--- config.mk ---
export PLATFORM = sky130hd
export DESIGN_NAME = stepper_step_pulse_generator_unit
export DESIGN_NICKNAME = d
export VERILOG_FILES = /design/src/sspg_pkg.sv /design/src/stepper_step_pulse_generator_unit.sv /design/src/sspg_cfg_regs.sv
export SDC_FILE = /design/constraint.sdc
export NUM_CORES = 1
export LEC_CHECK = 0
export BUFFER_PORTS_ARGS = -buffer_cell sky130_fd_sc_hd__buf_4
export CORE_ASPECT_RATIO = 0.9
export CORE_MARGIN = 2
export CORE_UTILIZATION = 41
export DETAILED_ROUTE_END_ITERATION = 6
export PLACE_DENSITY = 0.61
export SLEW_MARGIN = 10
export SYNTH_ARGS = -nofsm -noshare
export SYNTH_HDL_FRONTEND = slang
export SYNTH_SLANG_ARGS = --single-unit
--- constraint.sdc ---
create_clock -name clk -period 3.32 [get_ports clk]
set_input_delay 0.664 -clock clk [delete_from_list [all_inputs] [get_ports clk]]
set_output_delay 0.664 -clock clk [all_outputs]
set_load 0.005 [all_outputs]
--- src/sspg_pkg.sv ---
`timescale 1ns / 1ps
// ----------------------------------------------------------------------------
// sspg_pkg
// Shared types, constants and helpers for the step/direction pulse generator.
// ----------------------------------------------------------------------------
package sspg_pkg;

  // Width of the remaining-toggle counter (two's complement, negative = run forever).
  localparam int COUNT_WIDTH = 16;

  localparam int HALF_PERIOD_WIDTH = 16;
  localparam int RELOAD_WIDTH      = 15;
  localparam int TOGGLE_WIDTH      = 16;
  localparam int CFG_INDEX_WIDTH   = 2;
  localparam int CFG_DATA_WIDTH    = 16;

  localparam logic [HALF_PERIOD_WIDTH-1:0] HALF_PERIOD_RESET = 16'd624;

  typedef enum logic [1:0] {
    OP_TICK  = 2'd0,
    OP_START = 2'd1,
    OP_STOP  = 2'd2,
    OP_NONE  = 2'd3
  } opcode_t;

  typedef enum logic [CFG_INDEX_WIDTH-1:0] {
    REG_HALF_PERIOD  = 2'd0,
    REG_BOUNCE_MODE  = 2'd1,
    REG_RELOAD_COUNT = 2'd2,
    REG_UNUSED       = 2'd3
  } cfg_index_t;

  typedef struct packed {
    logic [1:0]                     opcode;
    logic                           move_dir;
    logic signed [TOGGLE_WIDTH-1:0] toggle_count;
  } cmd_t;

  typedef struct packed {
    logic step_level;
    logic dir_level;
    logic moving;
    logic move_done;
  } rsp_t;

  typedef struct packed {
    logic [HALF_PERIOD_WIDTH-1:0] half_period;
    logic                         bounce_mode;
    logic [RELOAD_WIDTH-1:0]      reload_count;
  } cfg_t;

  // Sign-extend (or truncate) a move count to the counter width.
  function automatic logic [COUNT_WIDTH-1:0] count_from_toggle(
      input logic signed [TOGGLE_WIDTH-1:0] value);
    logic signed [31:0] ext;
    ext = 32'(value);
    return ext[COUNT_WIDTH-1:0];
  endfunction

  // Zero-extend (or truncate) the reload value to the counter width.
  function automatic logic [COUNT_WIDTH-1:0] count_from_reload(
      input logic [RELOAD_WIDTH-1:0] value);
    logic [31:0] ext;
    ext = 32'(value);
    return ext[COUNT_WIDTH-1:0];
  endfunction

endpackage

--- src/stepper_step_pulse_generator_unit.sv ---
`timescale 1ns / 1ps
// ----------------------------------------------------------------------------
// stepper_step_pulse_generator_unit
// Step/direction pulse generator for one stepper axis.
// ----------------------------------------------------------------------------
// Each command transaction is a timer tick, a start move or a stop; every
// accepted command produces exactly one response transaction carrying the
// step and direction line levels, the moving flag and a move-done flag.
// Commands are taken one per clock while the response side keeps up: the axis
// state (tick counter, remaining toggles, direction, step line, running flag)
// updates on the accept edge through one short pass of compare/decrement
// logic, and the response lands in an output register. A new command is
// accepted whenever that register is empty or is being drained in the same
// cycle, so sustained throughput is one transaction per cycle. Configuration
// writes (half_period, bounce_mode, reload_count) are always accepted;
// cfg_ready is tied high. Write them only while the axis is idle.
// ----------------------------------------------------------------------------
module stepper_step_pulse_generator_unit
  import sspg_pkg::*;
(
  input  logic                       clk,
  input  logic                       rst,
  // command channel
  input  logic                       cmd_valid,
  output logic                       cmd_ready,
  input  cmd_t                       cmd,
  // response channel
  output logic                       rsp_valid,
  input  logic                       rsp_ready,
  output rsp_t                       rsp,
  // configuration write channel
  input  logic                       cfg_valid,
  output logic                       cfg_ready,
  input  logic [CFG_INDEX_WIDTH-1:0] cfg_index,
  input  logic [CFG_DATA_WIDTH-1:0]  cfg_data
);

  cfg_t cfg;

  assign cfg_ready = 1'b1;

  sspg_cfg_regs u_cfg_regs (
    .clk      (clk),
    .rst      (rst),
    .wr_en    (cfg_valid),
    .wr_index (cfg_index),
    .wr_data  (cfg_data),
    .cfg      (cfg)
  );

  // Axis state
  logic [HALF_PERIOD_WIDTH-1:0] tick_count, tick_count_next;
  logic [COUNT_WIDTH-1:0]       remaining, remaining_next;
  logic                         dir_reg, dir_reg_next;
  logic                         step_reg, step_reg_next;
  logic                         running, running_next;
  logic                         done;

  logic                         accept;
  logic [HALF_PERIOD_WIDTH-1:0] period;
  logic [HALF_PERIOD_WIDTH-1:0] tick_inc;

  // Output register frees up on the same edge it drains.
  assign cmd_ready = !rsp_valid || rsp_ready;
  assign accept    = cmd_valid && cmd_ready;

  // A zero half period behaves as one: an event on every tick.
  assign period   = (cfg.half_period == '0) ? HALF_PERIOD_WIDTH'(1) : cfg.half_period;
  assign tick_inc = tick_count + HALF_PERIOD_WIDTH'(1);

  always_comb begin
    tick_count_next = tick_count;
    remaining_next  = remaining;
    dir_reg_next    = dir_reg;
    step_reg_next   = step_reg;
    running_next    = running;
    done            = 1'b0;

    case (opcode_t'(cmd.opcode))
      OP_TICK: begin
        if (running) begin
          tick_count_next = tick_inc;
          if (tick_inc >= period) begin
            // compare event
            tick_count_next = '0;
            step_reg_next   = !step_reg;
            if (remaining == '0) begin
              if (cfg.bounce_mode && (cfg.reload_count != '0)) begin
                dir_reg_next   = !dir_reg;
                remaining_next = count_from_reload(cfg.reload_count);
              end else begin
                step_reg_next = 1'b0;
                running_next  = 1'b0;
                done          = 1'b1;
              end
            end else if (!remaining[COUNT_WIDTH-1]) begin
              remaining_next = remaining - COUNT_WIDTH'(1);
            end
            // negative count: run forever, no decrement
          end
        end
      end
      OP_START: begin
        if (cmd.toggle_count == '0) begin
          // zero count acts as a stop; dir and remaining untouched
          step_reg_next   = 1'b0;
          running_next    = 1'b0;
          tick_count_next = '0;
        end else begin
          dir_reg_next    = cmd.move_dir;
          remaining_next  = count_from_toggle(cmd.toggle_count);
          running_next    = 1'b1;
          tick_count_next = '0;
        end
      end
      OP_STOP: begin
        step_reg_next   = 1'b0;
        running_next    = 1'b0;
        tick_count_next = '0;
      end
      default: ;  // unused opcode: report current state
    endcase
  end

  always_ff @(posedge clk) begin
    if (rst) begin
      tick_count <= '0;
      remaining  <= '1;
      dir_reg    <= 1'b0;
      step_reg   <= 1'b0;
      running    <= 1'b0;
    end else if (accept) begin
      tick_count <= tick_count_next;
      remaining  <= remaining_next;
      dir_reg    <= dir_reg_next;
      step_reg   <= step_reg_next;
      running    <= running_next;
    end
  end

  // Response register
  always_ff @(posedge clk) begin
    if (rst) begin
      rsp_valid <= 1'b0;
    end else if (accept) begin
      rsp_valid <= 1'b1;
    end else if (rsp_ready) begin
      rsp_valid <= 1'b0;
    end
  end

  always_ff @(posedge clk) begin
    if (accept) begin
      rsp.step_level <= step_reg_next;
      rsp.dir_level  <= dir_reg_next;
      rsp.moving     <= running_next;
      rsp.move_done  <= done;
    end
  end

endmodule

--- src/sspg_cfg_regs.sv ---
`timescale 1ns / 1ps
// ----------------------------------------------------------------------------
// sspg_cfg_regs
// Configuration register file: half period, bounce mode, reload count.
// ----------------------------------------------------------------------------
module sspg_cfg_regs
  import sspg_pkg::*;
(
  input  logic                       clk,
  input  logic                       rst,
  input  logic                       wr_en,
  input  logic [CFG_INDEX_WIDTH-1:0] wr_index,
  input  logic [CFG_DATA_WIDTH-1:0]  wr_data,
  output cfg_t                       cfg
);

  always_ff @(posedge clk) begin
    if (rst) begin
      cfg.half_period  <= HALF_PERIOD_RESET;
      cfg.bounce_mode  <= 1'b0;
      cfg.reload_count <= '0;
    end else if (wr_en) begin
      case (cfg_index_t'(wr_index))
        REG_HALF_PERIOD:  cfg.half_period  <= wr_data[HALF_PERIOD_WIDTH-1:0];
        REG_BOUNCE_MODE:  cfg.bounce_mode  <= wr_data[0];
        REG_RELOAD_COUNT: cfg.reload_count <= wr_data[RELOAD_WIDTH-1:0];
        default: ;  // unmapped index, write dropped
      endcase
    end
  end

endmodule

==> metrics.yaml <==
outcome:
  outcome: "finished clean"
flow_run:
  maxcap_viol_count: 0
worst_setup_path:
  path_max_fanout: 8
  critical_path_class: "flip-flop to flip-flop"
  cell_type_group_with_the_largest_total_delay_on_the_critical_path: "compound AO/OA/AOI/OAI gates"
  worstSetupEndpointType: "flip-flop"
  critical_path.startpoint_type: "flip-flop"
  worst_ep_required_time_ps: 3570
  worst_ep_arrival_time_ps: 3410
  cp_cell_sequence: "and4_4, and3_4, nand2_1, o21a_1, or2_2, ha_1, a21oi_1, o21ai_0, a21o_1, a22o_4, a21oi_4, buf_12, mux2i_1"
  worstPathBufferInverterCount: 1
  worst_path_cell_with_the_longest_stage_delay: "sky130_fd_sc_hd__dfxtp_2"
  crit_path_max_incr_delay_ps: 370
route:
  first_iter_violations: 233
  post_drt_via_cell_ratio: 5.667
  drt-pass1-iter-count: 5
  wl_per_cell_um: 15.97
  vias: 4029
  antenna_violating_nets_post_route: 0
  remaining_drc_errors: 0
  wl_um: 11360
yosys:
  ys_ff_latch: 72
  netlist_instances: 536
  postSynth.topFlopCell: "sky130_fd_sc_hd__dfxtp_1"
  syn-cell-area_sq_um: 4312
  synth.lib_cells_used.distinct: 61
  synth-edff-count: 4
  synthesized_area_divided_by_synthesized_cell_count_sq_um: 8.044
  postSynth.asyncResetShare: 0
  synth_nets: 600
  yosysWarnings: 0
  yosysSeqAreaShare: 0.3436
pwr:
  p_leak_uw: 0.002110
  total_power_uw: 2087
  power.density_cell_area_nw_per_um2: 407.0
  max-vdd-ir-drop_mv: 0.3096
final_layout:
  post-route-util: 0.5002
  largest_register_ff_count: 32
  num-nets-final: 642
  finalInstanceArea_sq_um: 5126
  diodes: 0
  largest_registers: "u_cfg_regs.cfg (32), remaining (16), tick_count (16)"
  post_route_cells_drive_above_1_share: 0.1632
  regMostFlops: "u_cfg_regs.cfg"
  syn2layout_area_growth_pct: 18.89
clock_network:
  clkSinkCount: 72
  cts_tree: "yes"
  cts_buffers: 9
  clk_latency_ps: 330
  cts-htree-levels: 3
  clk_pin_slew_worst_paths_ps: 60
  root_buffer: "sky130_fd_sc_hd__clkbuf_16"
  clk_path_buf_depth: 2
sta:
  skew_ps: 7.844
  worst_hold_slack_ps: 456.7
  report.final.hold_viol_count: 0
  finalCritPeriodShare: 0.9514
  timing.final.setup_violations: 0
  max_slew.worst_pin.slew_ps: 896.2
  final.setup.worst_slack_ps: 161.5
  relative_slew_margins: 0.4025
  timing.final.max_slew_violations: 0
  max_freq_mhz: 316.6
  layout_min_cycle_time_ps: 3159
global_routing:
  grt_antenna_before_repair: 0
  grt_max_degree: 89
  grt_usage: 0.2027
  via_count_of_the_first_global_routing_pass: 3790
  grt_first_pass_wirelength_um: 18600
  overflow: 0
placement:
  place.gp.congestion: 0.8099
  post-place-ws_ps: 61.07
  postPlaceCellArea_sq_um: 4802
  hpwl_um: 8278
  port_buffers: 47
die:
  io_pins: 49
  floorplan.die.width_um: 112.1
  core.rowCount: 35
  die_h_um: 101.3
  overall_die_area_sq_um: 11350
  start_util: 0.4208
  placeableCoreArea_sq_um: 10250
hold_path:
  hold_path_class: "flip-flop to flip-flop"
[report_power, final]
| part | switching (uW) | internal (uW) |
|---|---|---|
| Combinational | 149 | 121 |
| Sequential | 30.2 | 903 |
| Clock | 378 | 505 |
| Total | 558 | 1530 |
[layout by cell type (no fill, tap or decap), types with 15 or more instances in the layout]
master / instances
sky130_fd_sc_hd__nor2_1: 47
sky130_fd_sc_hd__a21oi_1: 58
sky130_fd_sc_hd__buf_4: 58
sky130_fd_sc_hd__xnor2_1: 17
sky130_fd_sc_hd__mux2i_1: 19
sky130_fd_sc_hd__nand2b_1: 15
sky130_fd_sc_hd__inv_1: 25
sky130_fd_sc_hd__dfxtp_1: 64
sky130_fd_sc_hd__nand2_1: 77
sky130_fd_sc_hd__nor4_1: 15
sky130_fd_sc_hd__ha_1: 22
[cell usage after synthesis (4+ instances only)]
| library cell | number | share of area |
|---|---|---|
| sky130_fd_sc_hd__dfxtp_1 | 68 | 0.32 |
| sky130_fd_sc_hd__nand2b_1 | 15 | 0.022 |
| sky130_fd_sc_hd__and2_1 | 4 | 0.0058 |
| sky130_fd_sc_hd__xor2_1 | 6 | 0.012 |
| sky130_fd_sc_hd__nor3_1 | 13 | 0.015 |
| sky130_fd_sc_hd__clkbuf_1 | 22 | 0.019 |
| sky130_fd_sc_hd__a21oi_1 | 58 | 0.067 |
| sky130_fd_sc_hd__ha_1 | 22 | 0.064 |
| sky130_fd_sc_hd__a211o_1 | 7 | 0.014 |
| sky130_fd_sc_hd__nand4_1 | 8 | 0.012 |
| sky130_fd_sc_hd__inv_1 | 25 | 0.022 |
| sky130_fd_sc_hd__nand3_1 | 8 | 0.0093 |
| sky130_fd_sc_hd__nor2_1 | 47 | 0.041 |
| sky130_fd_sc_hd__edfxtp_1 | 4 | 0.028 |
| sky130_fd_sc_hd__xnor2_1 | 17 | 0.035 |
| sky130_fd_sc_hd__o21ai_0 | 13 | 0.015 |
| sky130_fd_sc_hd__and4_1 | 4 | 0.0081 |
| sky130_fd_sc_hd__mux2i_1 | 19 | 0.044 |
| sky130_fd_sc_hd__a2111oi_0 | 4 | 0.0081 |
| sky130_fd_sc_hd__nor4_1 | 15 | 0.022 |
| sky130_fd_sc_hd__and3_1 | 7 | 0.010 |
| sky130_fd_sc_hd__nand2_1 | 77 | 0.067 |
| sky130_fd_sc_hd__a22oi_1 | 13 | 0.023 |
[timing repair]
| action | 4_1_cts | 5_1_grt |
|---|---|---|
| setup endpoints to repair | 0 | 28 |
| gates resized for setup | 0 | 11 |
| hold buffers | 0 | 0 |
| setup buffers | 0 | 0 |
[cell families after synthesis]
| kind of cell | Yosys count | share of synthesized area |
|---|---|---|
| simple gates | 223 | 0.2618 |
| fa+ha+maj | 22 | 0.06384 |
| flops | 72 | 0.3436 |
| mux | 19 | 0.04411 |
| other cells | 1 | 0.0008697 |
| buf+inv | 54 | 0.05223 |
| xor+xnor | 23 | 0.04672 |
| compound gates | 122 | 0.1869 |
[path summary, 6_finish.rpt]
kind | start | endpoint | slack [ps] | cells after the start
worst max-delay path | tick_count[3]$_SDFFE_PP0P_ | remaining[12]$_SDFFE_PP1P_ | 160 | 13
worst min-delay path | u_cfg_regs.cfg[16]$_SDFFE_PP0P_ | u_cfg_regs.cfg[16]$_SDFFE_PP0P_ | 460 | 2
worst min register to register | u_cfg_regs.cfg[16]$_SDFFE_PP0P_ | u_cfg_regs.cfg[16]$_SDFFE_PP0P_ | 460 | 2
worst max register to register | tick_count[3]$_SDFFE_PP0P_ | remaining[12]$_SDFFE_PP1P_ | 160 | 13
[tightest hold or removal path: stages, from the launching register on]
cell and delay (ps):
sky130_fd_sc_hd__dfxtp_1 310, sky130_fd_sc_hd__nand2_1 50, sky130_fd_sc_hd__a21oi_1 50
[per-layer routing]
| metal | track usage | up-vias | share of wire |
|---|---|---|---|
| met5 | 0 | - | 0 |
| met2 | 0.3230 | 114 | 0.45 |
| met1 | 0.2890 | 1911 | 0.49 |
| met3 | 0.03531 | 10 | 0.054 |
| li1 | - | 1994 | - |
| met4 | 0.04784 | 0 | 0.0099 |
[through the flow]
step / std cells / TNS, ps
4_1_cts: 710 / 0
2_1_floorplan: 536 / 0
3_3_place_gp: 695 / 0
6_report: 711 / 0
5_1_grt: 711 / -79.87
3_5_place_dp: 695 / 0
[area by class of cell]
type | count | area, sq um
Sequential cell | 72 | 1486
Timing Repair Buffer | 60 | 480.5
Clock buffer | 9 | 225.2
Inverter | 25 | 93.84
Clock inverter | 6 | 46.29
Multi-Input combinational cell | 410 | 2633
Fill cell | 1007 | 5121
Tap cell | 129 | 161.4
(Power assumes the default switching activity.)
